<file path="config.mk">
export PLATFORM = sky130hd
export DESIGN_NAME = wav_pcm_stream_decoder_top
export DESIGN_NICKNAME = d
export VERILOG_FILES = /design/src/rtl/core/wpsd_pkg.sv /design/src/rtl/core/wpsd_parser.sv /design/src/rtl/core/wpsd_result_queue.sv /design/src/rtl/core/wav_pcm_stream_decoder_top.sv
export SDC_FILE = /design/constraint.sdc
export NUM_CORES = 1
export LEC_CHECK = 0
export BUFFER_PORTS_ARGS = -buffer_cell sky130_fd_sc_hd__buf_4
export CORE_ASPECT_RATIO = 1.1
export CORE_UTILIZATION = 66
export DETAILED_ROUTE_END_ITERATION = 6
export PLACE_DENSITY_LB_ADDON = 0.25
export SLEW_MARGIN = 20
export SYNTH_ARGS = -nofsm -noshare
export SYNTH_HDL_FRONTEND = slang
export SYNTH_HIERARCHICAL = 1
export SYNTH_SLANG_ARGS = --single-unit
</file>
<file path="constraint.sdc">
create_clock -name clk -period 13.5 [get_ports clk]
set_input_delay 4.05 -clock clk [delete_from_list [all_inputs] [get_ports clk]]
set_output_delay 4.05 -clock clk [all_outputs]
set_load 0.02 [all_outputs]
</file>
<file path="src/rtl/core/wpsd_pkg.sv">
// Package for the WAV PCM stream decoder: parse phases, chunk tags, status codes,
// format defaults and the result record shared by the parser, the result queue and the top.
// No dependencies.
package wpsd_pkg;

	typedef enum logic [6:0] {
		PH_HDR  = 7'b0000001,
		PH_CHDR = 7'b0000010,
		PH_FMT  = 7'b0000100,
		PH_SKIP = 7'b0001000,
		PH_DATA = 7'b0010000,
		PH_PAD  = 7'b0100000,
		PH_ERR  = 7'b1000000
	} phase_t;

	typedef enum logic [1:0] {
		CT_OTHER = 2'd0,
		CT_FMT   = 2'd1,
		CT_DATA  = 2'd2
	} chunk_t;

	localparam logic [31:0] TAG_RIFF = 32'h4646_4952;
	localparam logic [31:0] TAG_WAVE = 32'h4556_4157;
	localparam logic [31:0] TAG_FMT  = 32'h2074_6D66;
	localparam logic [31:0] TAG_DATA = 32'h6174_6164;

	localparam logic [2:0] ST_OK        = 3'd0;
	localparam logic [2:0] ST_NOT_RIFF  = 3'd1;
	localparam logic [2:0] ST_NOT_WAVE  = 3'd2;
	localparam logic [2:0] ST_NO_DATA   = 3'd3;
	localparam logic [2:0] ST_BAD_DEPTH = 3'd4;
	localparam logic [2:0] ST_ZERO_FRM  = 3'd5;

	localparam logic KIND_SAMPLE = 1'b0;
	localparam logic KIND_STATUS = 1'b1;

	localparam logic [15:0] DEF_CHANNELS = 16'd1;
	localparam logic [15:0] DEF_BITS     = 16'd16;
	localparam logic [31:0] DEF_RATE     = 32'd44100;

	localparam int FS_W = 29;
	localparam logic [FS_W-1:0] DEF_FRAME = FS_W'(2);

	localparam int QUEUE_DEPTH = 4;

	typedef struct packed {
		logic               kind;
		logic signed [16:0] sample;
		logic [2:0]         status;
		logic [31:0]        rate;
		logic [15:0]        channels;
		logic [15:0]        bits;
		logic               last;
	} res_t;

	typedef struct packed {
		logic p0;
		logic p1;
		res_t r0;
		res_t r1;
	} push_t;

endpackage

</file>
<file path="src/rtl/core/wpsd_parser.sv">
// Byte-level RIFF/WAVE chunk parser: header checks, chunk walk, fmt capture,
// frame assembly and sample/status result generation. Depends on wpsd_pkg.
module wpsd_parser import wpsd_pkg::*; (
	input  logic       clk,
	input  logic       arst_n,
	input  logic       accept,
	input  logic [7:0] in_byte,
	input  logic       end_of_file,
	output push_t      push
);

	phase_t          ph_q, ph_u, ph_d;
	logic [4:0]      off_q, off_u, off_d;
	logic [31:0]     word_q, word_u, word_d;
	chunk_t          ctype_q, ctype_u, ctype_d;
	logic [31:0]     left_q, left_u, left_d;
	logic            pad_q, pad_u, pad_d;
	logic [15:0]     ch_q, ch_u, ch_d;
	logic [15:0]     bits_q, bits_u, bits_d;
	logic [31:0]     rate_q, rate_u, rate_d;
	logic            found_q, found_u, found_d;
	logic [17:0]     idx_q, idx_u, idx_d;
	logic [15:0]     first_q, first_u, first_d;
	logic [15:0]     second_q, second_u, second_d;
	logic [2:0]      err_q, err_u, err_d;
	logic [FS_W-1:0] fs_q, fs_prod;

	logic [31:0]        word_sh, left_dec;
	logic [4:0]         off_inc;
	logic [18:0]        idx_inc;
	logic               wide, stereo, good, smp_v;
	logic signed [16:0] smp;
	logic signed [16:0] l17, r17;
	logic signed [9:0]  ln10, rn10, sum10;
	logic [2:0]         st;
	res_t               smp_res, st_res;

	assign fs_prod = FS_W'(ch_q) * FS_W'(bits_q[15:3]);
	assign word_sh = {in_byte, word_q[31:8]};
	assign off_inc = off_q + 5'd1;
	assign left_dec = left_q - 32'd1;
	assign idx_inc = {1'b0, idx_q} + 19'd1;
	assign wide = (bits_q == 16'd16);
	assign stereo = (ch_q == 16'd2);
	assign good = (bits_q == 16'd8) || wide;

	always_comb begin
		ph_u = ph_q;
		off_u = off_q;
		word_u = word_q;
		ctype_u = ctype_q;
		left_u = left_q;
		pad_u = pad_q;
		ch_u = ch_q;
		bits_u = bits_q;
		rate_u = rate_q;
		found_u = found_q;
		idx_u = idx_q;
		first_u = first_q;
		second_u = second_q;
		err_u = err_q;
		smp_v = 1'b0;
		case (ph_q)
			PH_HDR: begin
				word_u = word_sh;
				off_u = off_inc;
				if (off_inc == 5'd4 && word_sh != TAG_RIFF) begin
					err_u = ST_NOT_RIFF;
					ph_u = PH_ERR;
				end else if (off_inc == 5'd12) begin
					if (word_sh != TAG_WAVE) begin
						err_u = ST_NOT_WAVE;
						ph_u = PH_ERR;
					end else begin
						ph_u = PH_CHDR;
						off_u = '0;
						word_u = '0;
					end
				end
			end
			PH_CHDR: begin
				word_u = word_sh;
				off_u = off_inc;
				if (off_inc == 5'd4) begin
					ctype_u = (word_sh == TAG_FMT) ? CT_FMT :
						(word_sh == TAG_DATA) ? CT_DATA : CT_OTHER;
				end else if (off_inc >= 5'd8) begin
					left_u = word_sh;
					pad_u = word_sh[0];
					off_u = '0;
					ph_u = PH_SKIP;
					if (word_sh == '0) begin
						ph_u = PH_CHDR;
						word_u = '0;
					end else if (ctype_q == CT_FMT) begin
						if (!found_q && word_sh >= 32'd16) ph_u = PH_FMT;
					end else if (ctype_q == CT_DATA && !found_q) begin
						if (fs_q == '0) begin
							err_u = ST_ZERO_FRM;
							ph_u = PH_ERR;
						end else if (!good && word_sh >= {3'b000, fs_q}) begin
							err_u = ST_BAD_DEPTH;
							ph_u = PH_ERR;
						end else begin
							found_u = 1'b1;
							if (good) begin
								ph_u = PH_DATA;
								idx_u = '0;
							end
						end
					end
				end
			end
			PH_FMT, PH_SKIP, PH_DATA: begin
				if (ph_q == PH_FMT) begin
					case (off_q)
						5'd2: ch_u = {8'h00, in_byte};
						5'd3: ch_u[15:8] = in_byte;
						5'd4: rate_u = {24'h0, in_byte};
						5'd5: rate_u[15:8] = in_byte;
						5'd6: rate_u[23:16] = in_byte;
						5'd7: rate_u[31:24] = in_byte;
						5'd14: bits_u = {8'h00, in_byte};
						5'd15: bits_u[15:8] = in_byte;
						default: ;
					endcase
					if (off_q < 5'd16) off_u = off_inc;
				end else if (ph_q == PH_DATA) begin
					if (wide) begin
						if (idx_q == 18'd0) first_u = {8'h00, in_byte};
						else if (idx_q == 18'd1) first_u[15:8] = in_byte;
						else if (idx_q == 18'd2) second_u = {8'h00, in_byte};
						else if (idx_q == 18'd3) second_u[15:8] = in_byte;
					end else begin
						if (idx_q == 18'd0) first_u = {8'h00, in_byte};
						else if (idx_q == 18'd1) second_u = {8'h00, in_byte};
					end
					if ({10'b0, idx_inc} < fs_q) begin
						idx_u = idx_inc[17:0];
					end else begin
						idx_u = '0;
						smp_v = 1'b1;
					end
				end
				left_u = left_dec;
				if (left_dec == '0) begin
					ph_u = pad_q ? PH_PAD : PH_CHDR;
					off_u = '0;
					word_u = '0;
				end
			end
			PH_PAD: begin
				ph_u = PH_CHDR;
				off_u = '0;
				word_u = '0;
			end
			default: ;
		endcase
	end

	// sample from the frame values including this byte
	always_comb begin
		l17 = {first_u[15], first_u};
		r17 = {second_u[15], second_u};
		ln10 = $signed({2'b00, first_u[7:0]}) - 10'sd128;
		rn10 = $signed({2'b00, second_u[7:0]}) - 10'sd128;
		sum10 = ln10 + rn10;
		if (wide) smp = stereo ? (l17 + r17) : {first_u, 1'b0};
		else smp = stereo ? {sum10[8:0], 8'h00} : {ln10[7:0], 9'h000};
	end

	always_comb begin
		if (err_u != ST_OK) st = err_u;
		else if (ph_u == PH_HDR) st = (off_u < 5'd4) ? ST_NOT_RIFF : ST_NOT_WAVE;
		else if (!found_u) st = ST_NO_DATA;
		else st = ST_OK;
	end

	always_comb begin
		smp_res = '{kind: KIND_SAMPLE, sample: smp, status: ST_OK, rate: rate_u,
			channels: ch_u, bits: bits_u, last: 1'b0};
		st_res = '{kind: KIND_STATUS, sample: '0, status: st, rate: rate_u,
			channels: ch_u, bits: bits_u, last: 1'b1};
		push.p0 = accept && (smp_v || end_of_file);
		push.p1 = accept && smp_v && end_of_file;
		push.r0 = smp_v ? smp_res : st_res;
		push.r1 = st_res;
	end

	// end of file returns to the reset state
	always_comb begin
		ph_d = ph_u;
		off_d = off_u;
		word_d = word_u;
		ctype_d = ctype_u;
		left_d = left_u;
		pad_d = pad_u;
		ch_d = ch_u;
		bits_d = bits_u;
		rate_d = rate_u;
		found_d = found_u;
		idx_d = idx_u;
		first_d = first_u;
		second_d = second_u;
		err_d = err_u;
		if (end_of_file) begin
			ph_d = PH_HDR;
			off_d = '0;
			word_d = '0;
			ctype_d = CT_OTHER;
			left_d = '0;
			pad_d = 1'b0;
			ch_d = DEF_CHANNELS;
			bits_d = DEF_BITS;
			rate_d = DEF_RATE;
			found_d = 1'b0;
			idx_d = '0;
			first_d = '0;
			second_d = '0;
			err_d = ST_OK;
		end
	end

	always_ff @(posedge clk or negedge arst_n) begin
		if (!arst_n) begin
			ph_q <= PH_HDR;
			off_q <= '0;
			word_q <= '0;
			ctype_q <= CT_OTHER;
			left_q <= '0;
			pad_q <= 1'b0;
			ch_q <= DEF_CHANNELS;
			bits_q <= DEF_BITS;
			rate_q <= DEF_RATE;
			found_q <= 1'b0;
			idx_q <= '0;
			first_q <= '0;
			second_q <= '0;
			err_q <= ST_OK;
			fs_q <= DEF_FRAME;
		end else begin
			fs_q <= fs_prod;
			if (accept) begin
				ph_q <= ph_d;
				off_q <= off_d;
				word_q <= word_d;
				ctype_q <= ctype_d;
				left_q <= left_d;
				pad_q <= pad_d;
				ch_q <= ch_d;
				bits_q <= bits_d;
				rate_q <= rate_d;
				found_q <= found_d;
				idx_q <= idx_d;
				first_q <= first_d;
				second_q <= second_d;
				err_q <= err_d;
			end
		end
	end

endmodule

</file>
<file path="src/rtl/core/wpsd_result_queue.sv">
// Result queue: takes up to two results per cycle from the parser, delivers one
// per cycle on the output handshake. Depends on wpsd_pkg.
module wpsd_result_queue import wpsd_pkg::*; #(
	parameter int Depth = QUEUE_DEPTH
) (
	input  logic  clk,
	input  logic  arst_n,
	input  push_t push,
	output logic  room,
	output logic  out_valid,
	input  logic  out_ready,
	output res_t  head
);

	localparam int PtrW = $clog2(Depth);
	localparam int CntW = $clog2(Depth + 1);
	localparam logic [PtrW-1:0] LastIdx = PtrW'(Depth - 1);

	res_t            ent_q [Depth];
	logic [PtrW-1:0] wr_q, rd_q, wr1, wr2, rd_n;
	logic [CntW-1:0] cnt_q;
	logic            pop;

	assign pop = out_valid && out_ready;
	assign out_valid = (cnt_q != '0);
	assign room = (cnt_q <= CntW'(Depth - 2));
	assign head = ent_q[rd_q];
	assign wr1 = (wr_q == LastIdx) ? '0 : wr_q + PtrW'(1);
	assign wr2 = (wr1 == LastIdx) ? '0 : wr1 + PtrW'(1);
	assign rd_n = (rd_q == LastIdx) ? '0 : rd_q + PtrW'(1);

	always_ff @(posedge clk) begin
		for (int i = 0; i < Depth; i++) begin
			if (push.p0 && wr_q == PtrW'(i)) ent_q[i] <= push.r0;
			if (push.p1 && wr1 == PtrW'(i)) ent_q[i] <= push.r1;
		end
	end

	always_ff @(posedge clk or negedge arst_n) begin
		if (!arst_n) begin
			wr_q <= '0;
			rd_q <= '0;
			cnt_q <= '0;
		end else begin
			if (push.p1) wr_q <= wr2;
			else if (push.p0) wr_q <= wr1;
			if (pop) rd_q <= rd_n;
			cnt_q <= cnt_q + CntW'(push.p0) + CntW'(push.p1) - CntW'(pop);
		end
	end

	a_pair_order: assert property (@(posedge clk) disable iff (!arst_n)
		push.p1 |-> push.p0) else $error("second result pushed without first");
	a_no_overflow: assert property (@(posedge clk) disable iff (!arst_n)
		push.p0 |-> cnt_q <= CntW'(Depth - 2)) else $error("push without room");
	a_count_bound: assert property (@(posedge clk) disable iff (!arst_n)
		cnt_q <= CntW'(Depth)) else $error("queue count out of range");
	a_drain: assert property (@(posedge clk) disable iff (!arst_n)
		pop && !push.p0 |=> cnt_q == $past(cnt_q) - CntW'(1))
		else $error("queue count did not drop on pop");

endmodule

</file>
<file path="src/rtl/core/wav_pcm_stream_decoder_top.sv">
// Top level of the WAV PCM stream decoder: parser feeding a result queue.
// Depends on wpsd_pkg, wpsd_parser and wpsd_result_queue.
//
// Takes a RIFF/WAVE file one byte per transaction and returns mono PCM samples
// (8- or 16-bit, stereo summed, units of 2^-16 full scale) plus one status
// result on the byte flagged end_of_file, after which the block is back in its
// reset state for the next file. Throughput is one byte per clock while
// in_ready is high: each byte is parsed in the cycle it is taken. A byte makes
// at most two results (a final sample and the status); the result queue of
// Depth entries drains one result per clock while out_ready is high, and
// in_ready drops while fewer than two entries are free. Results enter the queue at
// the accepting edge. The fmt chunk must precede the data chunk.
module wav_pcm_stream_decoder_top import wpsd_pkg::*; #(
	parameter int Depth = QUEUE_DEPTH
) (
	input  logic               clk,
	input  logic               arst_n,
	input  logic               in_valid,
	output logic               in_ready,
	input  logic [7:0]         in_byte,
	input  logic               end_of_file,
	output logic               out_valid,
	input  logic               out_ready,
	output logic               kind,
	output logic signed [16:0] sample,
	output logic [2:0]         status,
	output logic [31:0]        sample_rate,
	output logic [15:0]        num_channels,
	output logic [15:0]        sample_bits,
	output logic               last
);

	push_t push;
	res_t  head;
	logic  accept;

	assign accept = in_valid && in_ready;

	wpsd_parser u_parser (
		.clk        (clk),
		.arst_n     (arst_n),
		.accept     (accept),
		.in_byte    (in_byte),
		.end_of_file(end_of_file),
		.push       (push)
	);

	wpsd_result_queue #(
		.Depth(Depth)
	) u_queue (
		.clk      (clk),
		.arst_n   (arst_n),
		.push     (push),
		.room     (in_ready),
		.out_valid(out_valid),
		.out_ready(out_ready),
		.head     (head)
	);

	assign kind = head.kind;
	assign sample = head.sample;
	assign status = head.status;
	assign sample_rate = head.rate;
	assign num_channels = head.channels;
	assign sample_bits = head.bits;
	assign last = head.last;

endmodule
</file>
; Word-level counts from Yosys, hierarchy flattened
; Memory sizes are Yosys's and may differ from the RTL's.
; Cells that the tools add are included.
[op_classes]
addsub = 13
multipliers = 1
magnitude_cmp = 7
eq_ne = 48
n_mux = 163
n_bitwise = 4
reduce_logical = 43
[ops]
columns = cell, n
row1 = $mux 86, 7
row2 = $mux 32, 14
row3 = $mux 16, 21
row4 = $mux 18, 12
row5 = $reduce_or 86->1, 2
row6 = $pmux 32 s4, 1
row7 = $mux 7, 12
row8 = $pmux 8 s2, 5
row9 = $mux 8, 9
row10 = $logic_not 32->1, 2
row11 = $ne 32x31->1 const B, 2
row12 = $pmux 32 s2, 1
row13 = $mux 17, 3
row14 = $mux 5, 10
row15 = $mux 3, 13
row16 = $eq 18x2->1 const B, 2
row17 = $pmux 18 s2, 1
row18 = $mux 1, 35
row19 = $eq 32x30->1 const B, 1
row20 = $eq 32x31->1 const B, 1
row21 = $ge 32x29->1, 1
row22 = $ge 32x5->1 const B, 1
row23 = $sub 32x1->32 const B, 1
row24 = $logic_not 29->1, 1
row25 = 51 further kinds, 121
[word_totals]
regBits = 233
mem_bits_rw = 344
in_bits = 13
out_inout_bits = 88
wordCells = 298
memories = 1
[memory_table]
columns = memory, depth, word_bits, rd, rd_ports_with_merged_regs, write_ports, line_no
row1 = u_queue.ent_q, 4, 86, 1, 0, 2, wpsd_result_queue.sv:19  ; res_t ent_q [Depth];

; Longest topological paths before layout
[logic_depth]
depth_word = 18
ltp_mapped = 23
mapped_depth_nobuf = 22

; Cells and area by module
; The synthesis kept the hierarchy.
[by_module_without_submodules]
columns = mod, n_inst, cells_each, area_per_inst_um2, seq_area_each_um2
row1 = wpsd_parser, 1, 2517, 21843.4, 5467.7
row2 = wpsd_result_queue, 1, 885, 17071.4, 10505.1
row3 = wav_pcm_stream_decoder_top, 1, 1, 6.3, 0.0

; Least setup slack after synthesis
; OpenSTA, ideal clock, no wires.
[synth_timing]
kind = input -> register
from = input port in_valid
to = memory u_queue/ent_q[3][0] (netlist bit), enable pin
setup_ns = 0.447
arrival_time_ns = 7.155
required_time_ns = 13.053
setup_slack_ns = 5.898
stages = 9
n_path_buf = 4
path_cell_list = and2_1 > clkbuf_1 > nand2_1 > nor2_1 > buf_4 > nand2_2 > buf_6 > buf_4 > nand2_1
[synth_lines]
columns = element, line_no
row1 = "start, declared", wav_pcm_stream_decoder_top.sv:18  ; input logic in_valid,
row2 = "end, declared", wpsd_result_queue.sv:19

==> metrics.md <==
| Metric | Value |
|---|---|
| Buffer type at the clock tree root | sky130_fd_sc_hd__clkbuf_16 |
| Startpoint of the worst hold path | u_parser/first_q[5]$_DFFE_PN0P_ |
| Synthesis-stage register bit count | 569 |
| Min Tclk post-route | 8.000 ns |
| Final setup violation count | 0 |
| Share of final-layout standard cells stronger than drive strength 1 | 17.93% |
| Effective utilization at floorplan | 66.63% |
| TritonRoute pass-1 iters | 7 |
| Post-synthesis cell count | 3403 |
| Synthesis warning total | 6 |
| Max Freq | 0.1250 GHz |
| Count of inserted antenna diode cells | 0 |
| Final layout net count | 3661 |
| Switching share of power | 36.57% |
| Share of total power in combinational logic | 34.2% |
| Vias in the first global route | 27830 |
| Reg-to-Reg Start | u_parser/idx_q[0]$_DFFE_PN0P_ |
| Setup fix buffers added after clock tree synthesis | 0 |
| Tightest Pin Transition | 1.156 ns |
| Violations in the final reports | design-rule violations |
| Setup tns final | 0 ns |
| Via count | 27360 |
| Worst-case headroom to the max-slew limit | 20.91% |
| Global-route usage over all layers | 34.23% |
| Main area contributors after synthesis | sky130_fd_sc_hd__edfxtp_1 27%, sky130_fd_sc_hd__dfrtp_1 14%, sky130_fd_sc_hd__fa_1 8.4% |
| Clk pwr share | 28.5% |
| Sum of routed wire length over all layers | 101000 um |
| Overall die area | 0.05995 mm^2 |
| Cell at the slowest stage of the critical path | sky130_fd_sc_hd__nor2_1 |
| Detailed placer's ending HPWL | 67110 um |
| Average cell area after synthesis | 11.44 um^2 |
| VDD IR-drop max | 206.0 uV |
| Leakage power summed over all cells | 17.67 nW |
| Net switching power | 0.002225 W |
| # hold bufs at CTS | 0 |
| Result of the run | finished, violations left |
| Fraction of registers with async set/reset | 39.54% |
| Proportion of synthesized chip area in sequential cells | 41.04% |
| Total core area | 0.05841 mm^2 |
| Die Y-Extent | 256.7 um |
| TritonCTS clock tree | yes |
| Std-Cell Rows | 93 |
| Per-cell via count in the routed design | 6.626 |
| Number of flops mapped to enable cells by yosys | 344 |
| Placer congestion estimate | 0.9339 |
| Setup CP Type | reg2reg |
| Setup clock skew after layout | 0.02509 ns |
| Number of unique standard cell types used by synthesis | 88 |
| Required @ worst endpoint | 13.76 ns |
| Post-DRT Antenna Nets | 0 |
| Relative contribution of sequential cells to total power | 37.4% |
| Number of hold-slack violations in the final timing report | 0 |
| Number of antenna violations at the first check in global routing | 0 |
| Top cell type by total area after synthesis | sky130_fd_sc_hd__edfxtp_1 |
| Depth of the most critical reg-to-reg path | 20 |
| Die extent in x | 233.5 um |
| Unrepaired setup endpoints after global routing | no |
| Biggest fanout along the worst timing path | 63 |
| Hold path depth | 1 |
| Initial detailed-routing violation count | 2406 |
| Maximum number of pins on one net before global-route repair | 98 |
| Count of max-cap constraint violations | 0 |
| Cell internal power dissipation | 0.003859 W |
| Worst hold endpoint | u_parser/first_q[5]$_DFFE_PN0P_ |
| Number of top-level pins | 101 |
| Gr ovfl total | 0 |
| Critical register-to-register path endpoint | u_queue/ent_q[2][11]$_DFFE_PP_ |
| Synth top area share | 26.54% |
| Leading post-synthesis cells by instance count | 344 x sky130_fd_sc_hd__edfxtp_1, 269 x sky130_fd_sc_hd__inv_1, 269 x sky130_fd_sc_hd__nand2_1 |
| Ordered list of cells on the worst path | ha_1, nand3_1, nor3_1, and3_1, and3_1, nand3_1, xnor2_1, ha_1, a21o_1, a21o_1, a221o_1, nor3_1, a211oi_2, buf_4, and2_1, inv_1, nor2_1, nand2_4, nand2_4, buf_4 |
| Most instantiated flip-flop cell in the synthesis netlist | sky130_fd_sc_hd__edfxtp_1 |
| Max-slew violation count | 0 |
| Worst reg-to-reg setup slack | 5.50 ns |
| Class of the tightest hold or removal check | reg2reg |
| Total power divided by cell area | 146.9 mW/mm^2 |
| Buffers from clock root to sink, at most | 3 |
| Number of port buffers | 100 |
| Count of cells resized by post-cts repair | 0 |
| Number of levels the H-tree was split into | 2 |
| Number of sinks on the clock net | 569 |
| Delay contributed by the slowest stage of the critical path | 0.97 ns |
| Clock slew seen by the registers of the worst setup and hold paths | 0.06 ns |
| Post-synthesis cell area | 0.03892 mm^2 |
| TritonCTS Buffers | 58 |
| Number of filler instances in the final layout | 4080 |
| Syn-to-layout area delta | 6.420% |
| Worst skew pair latency | 0.64 ns |
| Average wire per standard cell | 24.47 um |
| Worst path arrival time | 8.26 ns |
| Sum of buffers and inverters on the critical path | 3 |
| Hold Slack | 0.4934 ns |
| Critical Path Start Type | flop |
| Family with the most delay on the worst path | simple AND/OR/NAND/NOR gates |
| Final cycle utilization of the critical path | 59.26% |
| Cell with the most instances after synthesis | sky130_fd_sc_hd__edfxtp_1 |
| Global-route wire length before repair | 158400 um |
| Post-route DRC | 24 |
| Type of destination of the critical path | flop |
==> per-stage QoR <==
| stage | setup slack, ns | instances | area [um^2] | total power, W | util, % |
|---|---|---|---|---|---|
| floorplan | 5.898 | 3420 | 38980 | 0.003674 | - |
| global placement | 5.518 | 4019 | 39350 | 0.004301 | 67.36 |
| detailed placement | 5.454 | 4019 | 39350 | 0.004347 | 67.36 |
| CTS | 5.606 | 4129 | 41420 | 0.006076 | 70.91 |
| global route | 5.049 | 4129 | 41420 | 0.006343 | 70.91 |
| finish | 5.500 | 4129 | 41420 | 0.006084 | 70.91 |
==> flip-flops by register name, indices dropped and copies added, names as in the netlist <==
name and flops:
u_parser/bits_q 16, u_parser/ch_q 16, u_parser/ctype_q 2, u_parser/err_q 3, u_parser/first_q 16, u_parser/found_q 1
u_parser/fs_q 29, u_parser/idx_q 18, u_parser/left_q 32, u_parser/off_q 5, u_parser/pad_q 1, u_parser/ph_q 7
u_parser/rate_q 32, u_parser/second_q 16, u_parser/word_q 24, u_queue/cnt_q 3, u_queue/ent_q 344, u_queue/rd_q 2
u_queue/wr_q 2
==> power groups by stage <==
| stage | clock network, W | logic (W) | registers, W |
|---|---|---|---|
| 2_1_floorplan | 0 | 0.00152 | 0.00216 |
| 3_3_place_gp | 0 | 0.00201 | 0.00229 |
| 3_5_place_dp | 0 | 0.00205 | 0.00230 |
| 4_1_cts | 0.00175 | 0.00206 | 0.00227 |
| 5_1_grt | 0.00182 | 0.00223 | 0.00229 |
| 6_report | 0.00173 | 0.00208 | 0.00227 |
==> how the worst max path moves through the flow <==
stage	start	slack (ns)	endpoint	cells after the start
5_1_grt	u_parser/idx_q[0]$_DFFE_PN0P_	5.05	u_queue/ent_q[0][25]$_DFFE_PP_	19
6_report	u_parser/idx_q[0]$_DFFE_PN0P_	5.50	u_queue/ent_q[2][11]$_DFFE_PP_	20
4_1_cts	u_parser/idx_q[0]$_DFFE_PN0P_	5.61	u_queue/ent_q[2][25]$_DFFE_PP_	20
3_3_place_gp	in_byte[3]	5.52	u_queue/ent_q[1][83]$_DFFE_PP_	14
3_5_place_dp	in_byte[3]	5.45	u_queue/ent_q[0][66]$_DFFE_PP_	10
2_1_floorplan	in_valid	5.90	u_queue/ent_q[3][0]$_DFFE_PP_	9
==> final cells by class <==
| class | instances | area (um^2) | share of cell area [%] |
|---|---|---|---|
| Sequential cell | 569 | 15980 | 38.58 |
| Multi-Input combinational cell | 2296 | 20460 | 49.40 |
| Inverter | 269 | 1010 | 2.438 |
| Clock inverter | 39 | 489.2 | 1.181 |
| Clock buffer | 71 | 1580 | 3.815 |
| Timing Repair Buffer | 125 | 945.9 | 2.284 |
| Tap cell | 760 | 950.9 | 2.296 |
==> cell families (layout without fill, tap and decap cells) <==
family	after synthesis	in the layout	synth area share, %
XOR/XNOR	64	64	1.440
multiplexers	456	456	15.66
other	2	19	0.01930
buffers and inverters	555	504	6.725
flip-flops	569	569	41.04
AO/OA/AOI/OAI	619	619	10.81
AND/OR/NAND/NOR	809	809	10.57
adder cells (fa/ha/maj)	329	329	13.74
==> metal layers <==
layer	share of wire, %	vias up	track usage (%)	wire (um)
met4	4.4	0	14.03	4403
met1	39	13710	45.25	39800
met2	49	1281	56.76	49680
met5	0	-	0	0
li1	-	12090	-	-
met3	7.1	275	4.782	7144
==> placed cells by master (no fill, tap or decap), types with 60 or more instances in the layout <==
cell type,instances
sky130_fd_sc_hd__edfxtp_1,344
sky130_fd_sc_hd__inv_1,268
sky130_fd_sc_hd__nand2_1,265
sky130_fd_sc_hd__mux2_2,246
sky130_fd_sc_hd__dfrtp_1,213
sky130_fd_sc_hd__ha_1,165
sky130_fd_sc_hd__fa_1,164
sky130_fd_sc_hd__o21ai_0,161
sky130_fd_sc_hd__a22o_1,151
sky130_fd_sc_hd__nor2_1,138
sky130_fd_sc_hd__buf_4,124
sky130_fd_sc_hd__mux2_1,116
sky130_fd_sc_hd__a21oi_1,114
sky130_fd_sc_hd__and2_1,106
sky130_fd_sc_hd__mux4_2,86
sky130_fd_sc_hd__nor3_1,60
==> worst reg2reg max path: cells and delay by family (launching register included) <==
| family | cells | cell delay, ns |
|---|---|---|
| AO/OA/AOI/OAI | 4 | 0.59 |
| buffers and inverters | 3 | 1.45 |
| adder cells (fa/ha/maj) | 2 | 0.85 |
| AND/OR/NAND/NOR | 10 | 4.03 |
| flip-flops | 1 | 0.45 |
| XOR/XNOR | 1 | 0.16 |
Note: power is estimated with default switching activity, not from simulation.
